## src/hdl/rtes_pkg.sv

```systemverilog
// ----------------------------------------------------------------------------
// rtes_pkg: shared types and codes for the task and event scheduler
// Holds request codes, error codes, slot states and the queue word type.
// ----------------------------------------------------------------------------
package rtes_pkg;

  localparam int TaskSlotsDefault  = 16;
  localparam int EventSlotsDefault = 16;

  typedef enum logic [3:0] {
    FN_CREATE = 4'd0, FN_TERM = 4'd1, FN_SUSPEND = 4'd2, FN_RESUME = 4'd3,
    FN_SLEEP = 4'd4, FN_NEWEV = 4'd5, FN_WAIT = 4'd6, FN_SIGNAL = 4'd7,
    FN_YIELD = 4'd8, FN_TICK = 4'd9, FN_START = 4'd10, FN_READ = 4'd11,
    FN_CLEAR = 4'd12, FN_BAD = 4'd13
  } func_t;

  localparam logic [3:0] ERR_OK        = 4'd0;
  localparam logic [3:0] ERR_TFULL     = 4'd1;
  localparam logic [3:0] ERR_NOPID     = 4'd2;
  localparam logic [3:0] ERR_NOSUSP    = 4'd3;
  localparam logic [3:0] ERR_NOTSUSP   = 4'd4;
  localparam logic [3:0] ERR_EFULL     = 4'd5;
  localparam logic [3:0] ERR_BADID     = 4'd6;
  localparam logic [3:0] ERR_NOEV      = 4'd7;
  localparam logic [3:0] ERR_BUSY      = 4'd8;
  localparam logic [3:0] ERR_UNOWNED   = 4'd9;
  localparam logic [3:0] ERR_NOTWAIT   = 4'd10;
  localparam logic [3:0] ERR_BADREQ    = 4'd11;

  localparam logic [2:0] ST_DEAD      = 3'd0;
  localparam logic [2:0] ST_READY     = 3'd1;
  localparam logic [2:0] ST_RUNNING   = 3'd2;
  localparam logic [2:0] ST_SUSPENDED = 3'd3;
  localparam logic [2:0] ST_SLEEPING  = 3'd4;
  localparam logic [2:0] ST_WAIT      = 3'd5;

  // Classified request word passed from the front end to the back end.
  typedef struct packed {
    func_t       func;
    logic [15:0] arg;
  } req_t;

endpackage

```

## src/hdl/rtos_task_event_scheduler_unit.sv

```systemverilog
// ----------------------------------------------------------------------------
// rtos_task_event_scheduler_unit: round-robin task and event scheduler
// Intake queue in front, table sequencer behind it.
// ----------------------------------------------------------------------------
// Channel   Direction  Handshake           Words
// request   in         start and not busy  func, arg
// result    out        done strobe         current_pid, idle, error_code,
//                                          new_id, event_count
//
// After a request is accepted it passes the intake queue, a sweep of the task
// or event table where the request needs one, an execute step, and for some
// requests a dispatch scan or the owner lookup of a signal, before the result
// strobe is registered. The table sweeps go one slot per cycle.
// Reset is synchronous and clears all tables.
// busy stays high through the result strobe; the receiver cannot stall.
// ----------------------------------------------------------------------------
module rtos_task_event_scheduler_unit
  import rtes_pkg::*;
#(
  parameter int TASK_SLOTS  = TaskSlotsDefault,
  parameter int EVENT_SLOTS = EventSlotsDefault
) (
  input  logic        clk,
  input  logic        rst,
  input  logic        start,
  output logic        busy,
  input  logic [3:0]  func,
  input  logic [15:0] arg,
  output logic        done,
  output logic [15:0] current_pid,
  output logic        idle,
  output logic [3:0]  error_code,
  output logic [15:0] new_id,
  output logic [15:0] event_count
);

  logic fbusy;
  logic q_valid;
  logic q_pop;
  req_t q_word;
  logic pending;

  // Busy covers the whole life of a request until its result word.
  always_ff @(posedge clk) begin
    if (rst) begin
      pending <= 1'b0;
    end else if (start && !busy) begin
      pending <= 1'b1;
    end else if (done) begin
      pending <= 1'b0;
    end
  end

  assign busy = fbusy || pending;

  rtes_front u_front (
    .clk(clk), .rst(rst), .start(start), .func(func), .arg(arg),
    .busy(fbusy), .q_valid(q_valid), .q_word(q_word), .q_pop(q_pop),
    .done(done)
  );

  rtes_back #(.TASK_SLOTS(TASK_SLOTS), .EVENT_SLOTS(EVENT_SLOTS)) u_back (
    .clk(clk), .rst(rst), .q_valid(q_valid), .q_word(q_word), .q_pop(q_pop),
    .done(done), .current_pid(current_pid), .idle(idle),
    .error_code(error_code), .new_id(new_id), .event_count(event_count)
  );

endmodule

```

## src/hdl/rtes_front.sv

```systemverilog
// ----------------------------------------------------------------------------
// rtes_front: request intake
// Accepts a command word, classifies unknown requests and pushes it into a
// two-entry queue for the back end.
// ----------------------------------------------------------------------------
module rtes_front
  import rtes_pkg::*;
(
  input  logic        clk,
  input  logic        rst,
  input  logic        start,
  input  logic [3:0]  func,
  input  logic [15:0] arg,
  output logic        busy,
  output logic        q_valid,
  output req_t        q_word,
  input  logic        q_pop,
  input  logic        done
);

  req_t       mem [2];
  logic       wr_ptr;
  logic       rd_ptr;
  logic [1:0] fill;
  logic       push;
  req_t       in_word;
  logic       outstanding;

  // Any request the block does not know collapses to one code.
  always_comb begin
    in_word.arg = arg;
    if (func > 4'd12) begin
      in_word.func = FN_BAD;
    end else begin
      in_word.func = func_t'(func);
    end
  end

  // One request in flight at a time keeps results in order with the state.
  assign busy    = (fill != 2'd0) || outstanding;
  assign push    = start && !busy;
  assign q_valid = (fill != 2'd0);
  assign q_word  = mem[rd_ptr];

  always_ff @(posedge clk) begin
    if (push) begin
      mem[wr_ptr] <= in_word;
    end
  end

  always_ff @(posedge clk) begin
    if (rst) begin
      wr_ptr <= 1'b0;
      rd_ptr <= 1'b0;
      fill <= 2'd0;
      outstanding <= 1'b0;
    end else begin
      if (push) begin
        wr_ptr <= ~wr_ptr;
      end
      if (q_pop) begin
        rd_ptr <= ~rd_ptr;
      end
      fill <= fill + {1'b0, push} - {1'b0, q_pop};
      // A request stays outstanding from acceptance until its result word.
      if (push) begin
        outstanding <= 1'b1;
      end else if (done) begin
        outstanding <= 1'b0;
      end
    end
  end

`ifndef ASSERT_OFF
  a_no_overflow: assert property (@(posedge clk) disable iff (rst)
    push |-> fill != 2'd2) else $error("queue overflow");
  a_no_underflow: assert property (@(posedge clk) disable iff (rst)
    q_pop |-> fill != 2'd0) else $error("queue underflow");
  a_fill_range: assert property (@(posedge clk) disable iff (rst)
    fill != 2'd3) else $error("queue fill out of range");
`endif

endmodule

```

## src/hdl/rtes_back.sv

```systemverilog
// ----------------------------------------------------------------------------
// rtes_back: request execution
// Sequencer that walks the task and event tables one slot a cycle to look
// up, update and dispatch, then issues one result word.
// ----------------------------------------------------------------------------
module rtes_back
  import rtes_pkg::*;
#(
  parameter int TASK_SLOTS  = TaskSlotsDefault,
  parameter int EVENT_SLOTS = EventSlotsDefault
) (
  input  logic        clk,
  input  logic        rst,
  input  logic        q_valid,
  input  req_t        q_word,
  output logic        q_pop,
  output logic        done,
  output logic [15:0] current_pid,
  output logic        idle,
  output logic [3:0]  error_code,
  output logic [15:0] new_id,
  output logic [15:0] event_count
);

  localparam int TW = (TASK_SLOTS > 1) ? $clog2(TASK_SLOTS) : 1;
  localparam int EW = (EVENT_SLOTS > 1) ? $clog2(EVENT_SLOTS) : 1;
  localparam int SW = (TASK_SLOTS > EVENT_SLOTS) ? TW + 1 : EW + 1;
  localparam logic [TW:0] TLAST = (TW+1)'(TASK_SLOTS - 1);
  localparam logic [EW:0] ELAST = (EW+1)'(EVENT_SLOTS - 1);

  typedef enum logic [7:0] {
    S_IDLE  = 8'b0000_0001,
    S_TSCAN = 8'b0000_0010,
    S_ESCAN = 8'b0000_0100,
    S_EXEC  = 8'b0000_1000,
    S_OSCAN = 8'b0001_0000,
    S_TICK  = 8'b0010_0000,
    S_DISP  = 8'b0100_0000,
    S_DONE  = 8'b1000_0000
  } state_t;

  // Task table in flip-flops, swept one slot a cycle.
  logic [2:0]  st    [TASK_SLOTS];
  logic [2:0]  sv    [TASK_SLOTS];
  logic [15:0] pid   [TASK_SLOTS];
  logic [15:0] ticks [TASK_SLOTS];
  logic [15:0] ev_id  [EVENT_SLOTS];
  logic [15:0] ev_own [EVENT_SLOTS];
  logic [15:0] ev_sig [EVENT_SLOTS];

  state_t      state;
  req_t        req;
  logic [SW-1:0] idx;
  logic [TW-1:0] next_slot;
  logic [TW-1:0] run_slot;
  logic        run_valid;
  logic [15:0] pid_counter;
  logic [15:0] event_counter;
  logic        started;
  logic        found;
  logic [TW-1:0] fslot;
  logic        efound;
  logic [EW-1:0] eslot;
  logic        live;
  logic [3:0]  err;
  logic [15:0] nid;
  logic [15:0] cnt;
  logic        do_disp;
  logic [15:0] key;
  logic [TW-1:0] ti;
  logic [EW-1:0] ei;
  logic [TW-1:0] di;

  assign ti = idx[TW-1:0];
  assign ei = idx[EW-1:0];
  assign di = TW'((TW+1)'(next_slot) + (TW+1)'(idx[TW-1:0]) >= (TW+1)'(TASK_SLOTS)
               ? (TW+1)'(next_slot) + (TW+1)'(idx[TW-1:0]) - (TW+1)'(TASK_SLOTS)
               : (TW+1)'(next_slot) + (TW+1)'(idx[TW-1:0]));

  assign q_pop = (state == S_IDLE) && q_valid;

  // Main sequencer.
  always_ff @(posedge clk) begin
    if (rst) begin
      state <= S_IDLE;
      done <= 1'b0;
      run_valid <= 1'b0;
      next_slot <= '0;
      run_slot <= '0;
      pid_counter <= '0;
      event_counter <= '0;
      started <= 1'b0;
      for (int i = 0; i < TASK_SLOTS; i++) begin
        st[i] <= ST_DEAD;
        pid[i] <= '0;
        sv[i] <= '0;
        ticks[i] <= '0;
      end
      for (int i = 0; i < EVENT_SLOTS; i++) begin
        ev_id[i] <= '0;
        ev_own[i] <= '0;
        ev_sig[i] <= '0;
      end
    end else begin
      done <= 1'b0;
      case (state)
        S_IDLE: begin
          if (q_valid) begin
            req <= q_word;
            idx <= '0;
            found <= 1'b0;
            efound <= 1'b0;
            live <= 1'b0;
            err <= ERR_OK;
            nid <= '0;
            cnt <= '0;
            do_disp <= 1'b0;
            key <= q_word.arg;
            if ((q_word.func == FN_TERM || q_word.func == FN_SLEEP ||
                 q_word.func == FN_WAIT || q_word.func == FN_YIELD) && !run_valid) begin
              err <= ERR_BADREQ;
              state <= S_DONE;
            end else begin
              case (q_word.func)
                FN_CREATE, FN_SUSPEND, FN_RESUME, FN_START: state <= S_TSCAN;
                FN_NEWEV, FN_WAIT, FN_SIGNAL, FN_READ, FN_CLEAR: begin
                  if (q_word.func != FN_NEWEV && q_word.arg == 16'd0) begin
                    err <= ERR_BADID;
                    if (q_word.func == FN_WAIT) begin
                      st[run_slot] <= ST_READY;
                      idx <= '0;
                      state <= S_DISP;
                    end else begin
                      state <= S_DONE;
                    end
                  end else begin
                    key <= (q_word.func == FN_NEWEV) ? 16'd0 : q_word.arg;
                    state <= S_ESCAN;
                  end
                end
                FN_TICK: state <= S_TICK;
                FN_BAD: begin
                  err <= ERR_BADREQ;
                  state <= S_DONE;
                end
                default: state <= S_EXEC;
              endcase
            end
          end
        end
        // Task scan: first dead slot, first pid match, or any live slot.
        S_TSCAN: begin
          if (!found) begin
            if (req.func == FN_CREATE && st[ti] == ST_DEAD) begin
              found <= 1'b1;
              fslot <= ti;
            end else if (req.func != FN_CREATE && req.func != FN_START &&
                         key != 16'd0 && pid[ti] == key) begin
              found <= 1'b1;
              fslot <= ti;
            end
          end
          if (st[ti] != ST_DEAD) begin
            live <= 1'b1;
          end
          if (idx == SW'(TLAST)) begin
            state <= S_EXEC;
          end else begin
            idx <= idx + 1'b1;
          end
        end
        // Event scan: first slot with matching id (0 finds a free slot).
        S_ESCAN: begin
          if (!efound && ev_id[ei] == key) begin
            efound <= 1'b1;
            eslot <= ei;
          end
          if (idx == SW'(ELAST)) begin
            state <= S_EXEC;
          end else begin
            idx <= idx + 1'b1;
          end
        end
        S_EXEC: begin
          idx <= '0;
          state <= S_DONE;
          case (req.func)
            FN_CREATE: begin
              if (!found) begin
                err <= ERR_TFULL;
              end else begin
                pid_counter <= (pid_counter == 16'hFFFF) ? 16'd1 : pid_counter + 16'd1;
                pid[fslot] <= (pid_counter == 16'hFFFF) ? 16'd1 : pid_counter + 16'd1;
                nid <= (pid_counter == 16'hFFFF) ? 16'd1 : pid_counter + 16'd1;
                st[fslot] <= ST_READY;
                sv[fslot] <= '0;
                ticks[fslot] <= '0;
              end
            end
            FN_TERM: begin
              st[run_slot] <= ST_DEAD;
              state <= S_DISP;
            end
            FN_SUSPEND: begin
              if (!found) begin
                err <= ERR_NOPID;
              end else if (st[fslot] == ST_DEAD || st[fslot] == ST_SUSPENDED) begin
                err <= ERR_NOSUSP;
              end else if (run_valid && fslot == run_slot) begin
                sv[fslot] <= ST_READY;
                st[fslot] <= ST_SUSPENDED;
                state <= S_DISP;
              end else begin
                sv[fslot] <= st[fslot];
                st[fslot] <= ST_SUSPENDED;
              end
            end
            FN_RESUME: begin
              if (!found) begin
                err <= ERR_NOPID;
              end else if (st[fslot] != ST_SUSPENDED) begin
                err <= ERR_NOTSUSP;
              end else begin
                st[fslot] <= sv[fslot];
                sv[fslot] <= ST_SUSPENDED;
              end
            end
            FN_SLEEP: begin
              st[run_slot] <= ST_SLEEPING;
              ticks[run_slot] <= req.arg;
              state <= S_DISP;
            end
            FN_NEWEV: begin
              if (event_counter >= 16'(EVENT_SLOTS) || !efound) begin
                err <= ERR_EFULL;
              end else begin
                event_counter <= event_counter + 16'd1;
                ev_id[eslot] <= event_counter + 16'd1;
                ev_own[eslot] <= '0;
                ev_sig[eslot] <= '0;
                nid <= event_counter + 16'd1;
              end
            end
            FN_WAIT: begin
              if (!efound) begin
                err <= ERR_NOEV;
                st[run_slot] <= ST_READY;
              end else if (ev_own[eslot] != 16'd0 && ev_own[eslot] != pid[run_slot]) begin
                err <= ERR_BUSY;
                st[run_slot] <= ST_READY;
              end else begin
                ev_own[eslot] <= pid[run_slot];
                st[run_slot] <= ST_WAIT;
              end
              state <= S_DISP;
            end
            FN_SIGNAL: begin
              if (!efound) begin
                err <= ERR_NOEV;
              end else if (ev_own[eslot] == 16'd0) begin
                err <= ERR_UNOWNED;
              end else begin
                if (ev_sig[eslot] != 16'hFFFF) begin
                  ev_sig[eslot] <= ev_sig[eslot] + 16'd1;
                end
                key <= ev_own[eslot];
                found <= 1'b0;
                state <= S_OSCAN;
              end
            end
            FN_YIELD: begin
              st[run_slot] <= ST_READY;
              state <= S_DISP;
            end
            FN_START: begin
              if (!started && live) begin
                started <= 1'b1;
                state <= S_DISP;
              end
            end
            FN_READ: begin
              if (!efound) begin
                err <= ERR_NOEV;
              end else begin
                cnt <= ev_sig[eslot];
              end
            end
            FN_CLEAR: begin
              if (!efound) begin
                err <= ERR_NOEV;
              end else begin
                ev_sig[eslot] <= '0;
              end
            end
            default: err <= ERR_BADREQ;
          endcase
        end
        // Owner lookup for a signal; owner pid is never zero here.
        S_OSCAN: begin
          if (!found && pid[ti] == key) begin
            found <= 1'b1;
            fslot <= ti;
          end
          if (idx == SW'(TLAST)) begin
            state <= S_DONE;
            if (found || pid[ti] == key) begin
              if (found) begin
                if (st[fslot] == ST_WAIT) begin
                  st[fslot] <= ST_READY;
                end else if (!(st[fslot] == ST_SUSPENDED && sv[fslot] == ST_WAIT)) begin
                  err <= ERR_NOTWAIT;
                end
              end else begin
                if (st[ti] == ST_WAIT) begin
                  st[ti] <= ST_READY;
                end else if (!(st[ti] == ST_SUSPENDED && sv[ti] == ST_WAIT)) begin
                  err <= ERR_NOTWAIT;
                end
              end
            end else begin
              err <= ERR_NOTWAIT;
            end
          end else begin
            idx <= idx + 1'b1;
          end
        end
        // Tick countdown, one slot a cycle.
        S_TICK: begin
          if (st[ti] == ST_SLEEPING) begin
            if (ticks[ti] <= 16'd1) begin
              ticks[ti] <= '0;
              st[ti] <= ST_READY;
            end else begin
              ticks[ti] <= ticks[ti] - 16'd1;
            end
          end else if (st[ti] == ST_SUSPENDED && sv[ti] == ST_SLEEPING) begin
            if (ticks[ti] <= 16'd1) begin
              ticks[ti] <= '0;
              sv[ti] <= ST_READY;
            end else begin
              ticks[ti] <= ticks[ti] - 16'd1;
            end
          end
          if (idx == SW'(TLAST)) begin
            idx <= '0;
            state <= (started && !run_valid) ? S_DISP : S_DONE;
          end else begin
            idx <= idx + 1'b1;
          end
        end
        // Round-robin dispatch from next_slot.
        S_DISP: begin
          if (idx == '0) begin
            run_valid <= 1'b0;
          end
          if (st[di] == ST_READY) begin
            st[di] <= ST_RUNNING;
            run_slot <= di;
            run_valid <= 1'b1;
            next_slot <= (di == TLAST[TW-1:0]) ? '0 : di + 1'b1;
            state <= S_DONE;
          end else if (idx == SW'(TLAST)) begin
            state <= S_DONE;
          end else begin
            idx <= idx + 1'b1;
          end
        end
        S_DONE: begin
          done <= 1'b1;
          current_pid <= run_valid ? pid[run_slot] : 16'd0;
          idle <= !run_valid;
          error_code <= err;
          new_id <= nid;
          event_count <= cnt;
          state <= S_IDLE;
        end
        default: state <= S_IDLE;
      endcase
    end
  end

`ifndef ASSERT_OFF
  a_run_is_running: assert property (@(posedge clk) disable iff (rst)
    (state == S_IDLE && run_valid) |-> st[run_slot] == ST_RUNNING)
    else $error("running slot not in running state");
  a_done_pulse: assert property (@(posedge clk) disable iff (rst)
    done |=> !done) else $error("result strobe held");
  a_pop_idle: assert property (@(posedge clk) disable iff (rst)
    q_pop |=> state != S_IDLE) else $error("pop without start of work");
`endif

endmodule

```

## config.mk

```make
export PLATFORM = sky130hd
export DESIGN_NAME = rtos_task_event_scheduler_unit
export DESIGN_NICKNAME = d
export VERILOG_FILES = /design/src/hdl/rtes_pkg.sv /design/src/hdl/rtos_task_event_scheduler_unit.sv /design/src/hdl/rtes_front.sv /design/src/hdl/rtes_back.sv
export SDC_FILE = /design/constraint.sdc
export NUM_CORES = 2
export LEC_CHECK = 0
export ABC_AREA = 1
export BUFFER_PORTS_ARGS = -buffer_cell sky130_fd_sc_hd__buf_4
export CORE_ASPECT_RATIO = 1.4
export CORE_UTILIZATION = 30
export CTS_BUF_LIST = sky130_fd_sc_hd__clkbuf_4 sky130_fd_sc_hd__clkbuf_8
export CTS_CLUSTER_DIAMETER = 80
export DETAILED_ROUTE_END_ITERATION = 7
export GPL_TIMING_DRIVEN = 0
export PLACE_DENSITY = 0.56
export SKIP_LAST_GASP = 1
export SYNTH_ARGS = -nofsm -noshare
export SYNTH_HDL_FRONTEND = slang
export SYNTH_SLANG_ARGS = --single-unit
```

## constraint.sdc

```tcl
create_clock -name clk -period 4.8 [get_ports clk]
set_input_delay 0.24 -clock clk [delete_from_list [all_inputs] [get_ports clk]]
set_output_delay 0.24 -clock clk [all_outputs]
set_load 0.05 [all_outputs]
```

* Word-level counts from Yosys, hierarchy flattened *
Memory sizes are Yosys's and may differ from the RTL's. A register that Yosys moved wholly into a read port is not among the register bits.
Cells that the tools add are included.

word-level totals
  flip-flop bits (word level) = 198
  memory bits (writable) = 1416
  input bits = 23
  logic and storage cells = 534
  memories kept = 8

memories
  memory           words  bits a word  read ports  clocked after Yosys merged registers in  write ports  line             source
  u_back.ev_id     16     16           1           1                                        16           rtes_back.sv:47  logic [15:0] ev_id [EVENT_SLOTS];
  u_back.ev_own    16     16           1           1                                        16           rtes_back.sv:48  logic [15:0] ev_own [EVENT_SLOTS];
  u_back.ev_sig    16     16           1           1                                        16           rtes_back.sv:49  logic [15:0] ev_sig [EVENT_SLOTS];
  u_back.pid       16     16           2           2                                        16           rtes_back.sv:45  logic [15:0] pid [TASK_SLOTS];
  u_back.ticks     16     16           1           1                                        16           rtes_back.sv:46  logic [15:0] ticks [TASK_SLOTS];
  u_back.st        16     3            3           2                                        16           rtes_back.sv:43  logic [2:0] st [TASK_SLOTS];
  2 more memories  --     --           --          --                                       --           --

operators by class
  $add $sub $neg = 10
  $lt $le $gt $ge = 4
  equal/unequal tests = 81
  mux-type cells = 285
  bitwise gates (word level) = 24
  reduce and logical (&&, ||, !) cells = 92

operators by type and width
  operator                 count
  $mux W16                 27
  $mux W4                  51
  $mux W1                  152
  $pmux W16 S2             4
  $mux W8                  15
  $reduce_or A16 Y1        7
  $pmux W8 S4              2
  $mux W3                  21
  $add A16 B1 Y16 const B  3
  $pmux W8 S6              1
  $eq A4 B4 Y1 const B     11
  $eq A16 B16 Y1           2
  $eq A4 B3 Y1 const B     8
  $logic_not A16 Y1        2
  $pmux W4 S8              1
  $reduce_bool A16 Y1      2
  $ne A4 B4 Y1 const B     7
  $pmux W5 S5              1
  $reduce_or A3 Y1         7
  $mux W5                  4
  $or A1 B1 Y1             20
  $eq A3 B3 Y1 const B     6
  $logic_and A1 B1 Y1      18
  $reduce_and A3 Y1        6
  57 further kinds         118

* Depth between registers and ports, before layout *
  word-level depth = 21
  gate-level depth with buffers = 26

* Modules after synthesis *
Synthesis repeated with hierarchy kept, for this count alone.

unflattened totals
  cells, all modules = 7941
  area total of the unflattened synthesis = 77772.1 um2

modules (own cells, without submodules)
  module                          times used  cells an instance  area each (um2)
  rtes_back                       1           7829               75877.8
  rtes_front                      1           105                1844.3
  rtos_task_event_scheduler_unit  1           7                  50.0

* Worst setup path after synthesis *
No wires, ideal clock.

  path kind = input -> register
  start = input port rst
  end = register u_back.current_pid[0], read port of u_back.pid, enable pin
  library setup time = 0.529 ns
  arrival time = 4.521 ns
  data required time = 4.271 ns
  setup slack = -0.250 ns
  stages = 5
  buffers on the path = 2
  cells stage by stage = inv_1 > clkbuf_1 > clkbuf_1 > nand3_1 > nor3_1

between the ends
  word-level cells in the longest chain between the ends = 2

ends and longest elaborated chain
  element                             line                                  source
  start, declared                     rtos_task_event_scheduler_unit.sv:24  input logic rst,
  $not A1 Y1 (no source line)         --
  $reduce_and A2 Y1 (no source line)  --
  end, declared                       rtes_back.sv:18                       output logic [15:0] current_pid,

No other way between the ends.
A chain may end at the register's enable or synchronous reset.

==> results.cfg <==
[outcome]
status = finished, violations left
violations = design-rule violations, max-capacitance violations, max-slew violations, negative setup slack

[yosys]
netlist_top_cells_area = edfxtp_1 60%, nor2_1 9.9%, o21ai_0 5.0%
synth_cell_types = 64
ys_seq_area_share_pct = 62.2
netlist_area_um2 = 77600
synth_ff_type = edfxtp_1
synth_cells = 7949
synth.largest_area_cell = edfxtp_1
yosysWarnings = 0
synth_seq_cells = 1631
synth-edff-count = 1557
synth_top_area_share_pct = 60.2
synth_most_common_cell = nor2_1
ys_async_sr_fraction_pct = 0
yosys-top-cells-count = 2049 x nor2_1, 1557 x edfxtp_1, 851 x nand2_1
syn-mean-instance-area_um2 = 9.76

[clock_tree]
cts_root_buffer = clkbuf_8
insertion_delay_ns = 1.04
cts_max_path_buffers = 4
path_clk_slew_ns = 0.07
cts_tree = yes
cts_sinks = 1631
numCtsBuffers = 278
h-tree-depth = 5

[pwr]
switchingPower_mw = 17.1
power.leakage_nw = 32.6
combPwrFrac_pct = 31.1
power.density_nw_per_um2 = 482
power_frac_seq_pct = 38.9
clock_power_share_pct = 30.0
cell_internal_pwr_mw = 27.0
switching_share_pct = 38.8
power.total_mw = 44.1
ir_worst_vdd_v = 0.000303

[grt]
first_global_vias = 65300
antenna_found_initial = 22
grt_overflow = 0
grt_max_degree = 23
grt_pass1_wl_mm = 487
grt.total_usage_pct = 26.4

[final_layout]
seq_area_um2 = 48200
area_growth_pct = 18.0
nets = 8638
instances_no_fill = 12300
drive_gt1_share_pct = 14.1
multiInputGateArea_um2 = 26200
fillCellCount = 26000

[drt]
dr.pass1.iters = 8
wl_mm = 357
wl_per_cell_um = 29.2
drt-initial-drc-count = 9403
vias = 67800
ant_nets = 0
vias_per_cell = 5.53
drcViolationCount = 1

[worst_setup_path]
path_cells = inv_1 > clkbuf_1 > nand3_1 > nand2_2 > nor4_1 > nand4_1 > nand4_1 > nor2_2 > nand2_1 > nand2_4 > buf_6 > nand2_8 > buf_6 > nand2_1 > buf_12
timing.reg2reg.setup_slack_ns = -0.09
slowest_delay_ns = 0.74
required_ns = 5.49
cp-end-kind = register
start_kind = register
arrival_ns = 5.58
cp_slowest_cell = clkbuf_1
critPathMaxFanout = 15
critPathKind = reg -> reg

[die]
die_area_um2 = 261000
ios = 78
core_area_um2 = 257000
die_h_um = 604
die_w_um = 432
placement_rows = 220
start_util_pct = 30.2

[sta]
post-route-period-util_pct = 102
worst_slew_pin_slew_ns = 1.58
grt_setup_unrepaired = yes
max_slew_margin_pct = -5.44
fin_crit_ns = 4.89
finalSetupViolCount = 63
drv_slew = 34
max_freq_ghz = 0.204
whs_ns = 0.0603
fin_ws_ns = -0.0948
finalSetupTns_ns = -1.91
hold_violations = 0
fin_skew_ns = 0.115

[place]
dpl.hpwl_mm = 252
io_buffers = 77
dp_cells = 11700
gp_congestion = 1.01

[run]
cap_violations = 5

[worst_hold_path]
hp-class = in -> reg
==> path summary, 6_finish.rpt <==
kind	startpoint	to	cells past startpoint
max	register	u_back.ev_sig[13][3]	15
min	arg[1]	u_front.mem[1][1]	2
max reg2reg	register	u_back.ev_sig[13][3]	15
min reg2reg	u_back.cnt[12]	u_back.event_count[12]	0
==> cell families after synthesis <==
logic type               count (synthesis)  synth area share, %
flip-flops                            1631                 62.2
adder cells (fa/ha/maj)                 16                0.268
multiplexers                             8                0.116
other                                    1              0.00483
AND/OR/NAND/NOR                       3665                 19.4
AO/OA/AOI/OAI                         1492                 11.4
buffers and inverters                 1084                 6.07
XOR/XNOR                                52                0.587
==> sequential cells by signal, indices dropped and copies added (netlist names), 20 cells and up, named ones only <==
signal	count
u_back.ev_id	256
u_back.ev_own	256
u_back.ev_sig	256
u_back.pid	256
u_back.ticks	256
u_back.st	48
u_back.sv	48
u_front.mem	40
u_back.req	20
==> stage by stage <==
stage	instance area, um2	utilization (%)	setup WS (ns)
after global placement	83100	32.4	-2.90
after detailed placement	84000	32.7	-1.86
after global routing	91500	35.6	-0.0599
final	91600	35.6	-0.0948
after floorplan	78300	-	0.891
after CTS	90800	35.4	-0.489
==> final cells by class <==
cell class              instances  share of cell area (%)
well taps                    3441                    4.70
plain buffers                 557                    3.48
diodes                         14                  0.0383
clock buffers                 353                    4.90
inverters                     521                    2.15
repair buffers                201                    2.32
clock inverters               130                    1.15
multi-input cells            5409                    28.6
flip-flops and latches       1631                    52.7
==> worst max-delay path, delay by kind of cell, from the launching register on <==
| family | cells | cell delay, ns |
|---|---|---|
| simple gates | 10 | 2.32 |
| buf+inv | 5 | 1.71 |
| flops | 1 | 0.48 |
==> metal layers <==
layer | global-route usage, % | vias up | wire [um]
li1 | - | 28800 | -
met1 | 30.0 | 33100 | 125000
met2 | 42.8 | 4578 | 164000
met3 | 5.82 | 1380 | 35300
met4 | 21.2 | 8 | 33300
met5 | 0 | - | 48
==> cell usage in the layout (no fill, tap or decap), drive strengths merged, types with 101 or more instances in the layout <==
cell    Yosys  layout
nor2     2065    2065
edfxtp   1557    1557
nand2     895     895
o21ai     810     810
clkbuf    262     643
nand3     541     541
inv       513     520
buf       301     440
o211ai    257     257
a21oi     186     186
conb        1     176
o221ai    128     128
clkinv      8     101
==> power by group through the flow <==
stage	sequential, mW	clock [mW]	combinational [mW]
3_5_place_dp	17.5	0	12.8
2_1_floorplan	17.2	0	6.85
3_3_place_gp	17.5	0	12.6
5_1_grt	17.2	13.8	14.1
4_1_cts	17.2	13.3	13.0
6_report	17.2	13.2	13.7
==> what timing repair did <==
action | CTS | global route
gates resized for setup | 215 | 222
setup endpoints to repair | 1854 | 1206
hold buffers | 23 | 0
setup buffers | 40 | 19
pin swaps | 12 | 9
hold endpoints to repair | 58 | 0
Note: power is estimated with default switching activity, not from simulation.
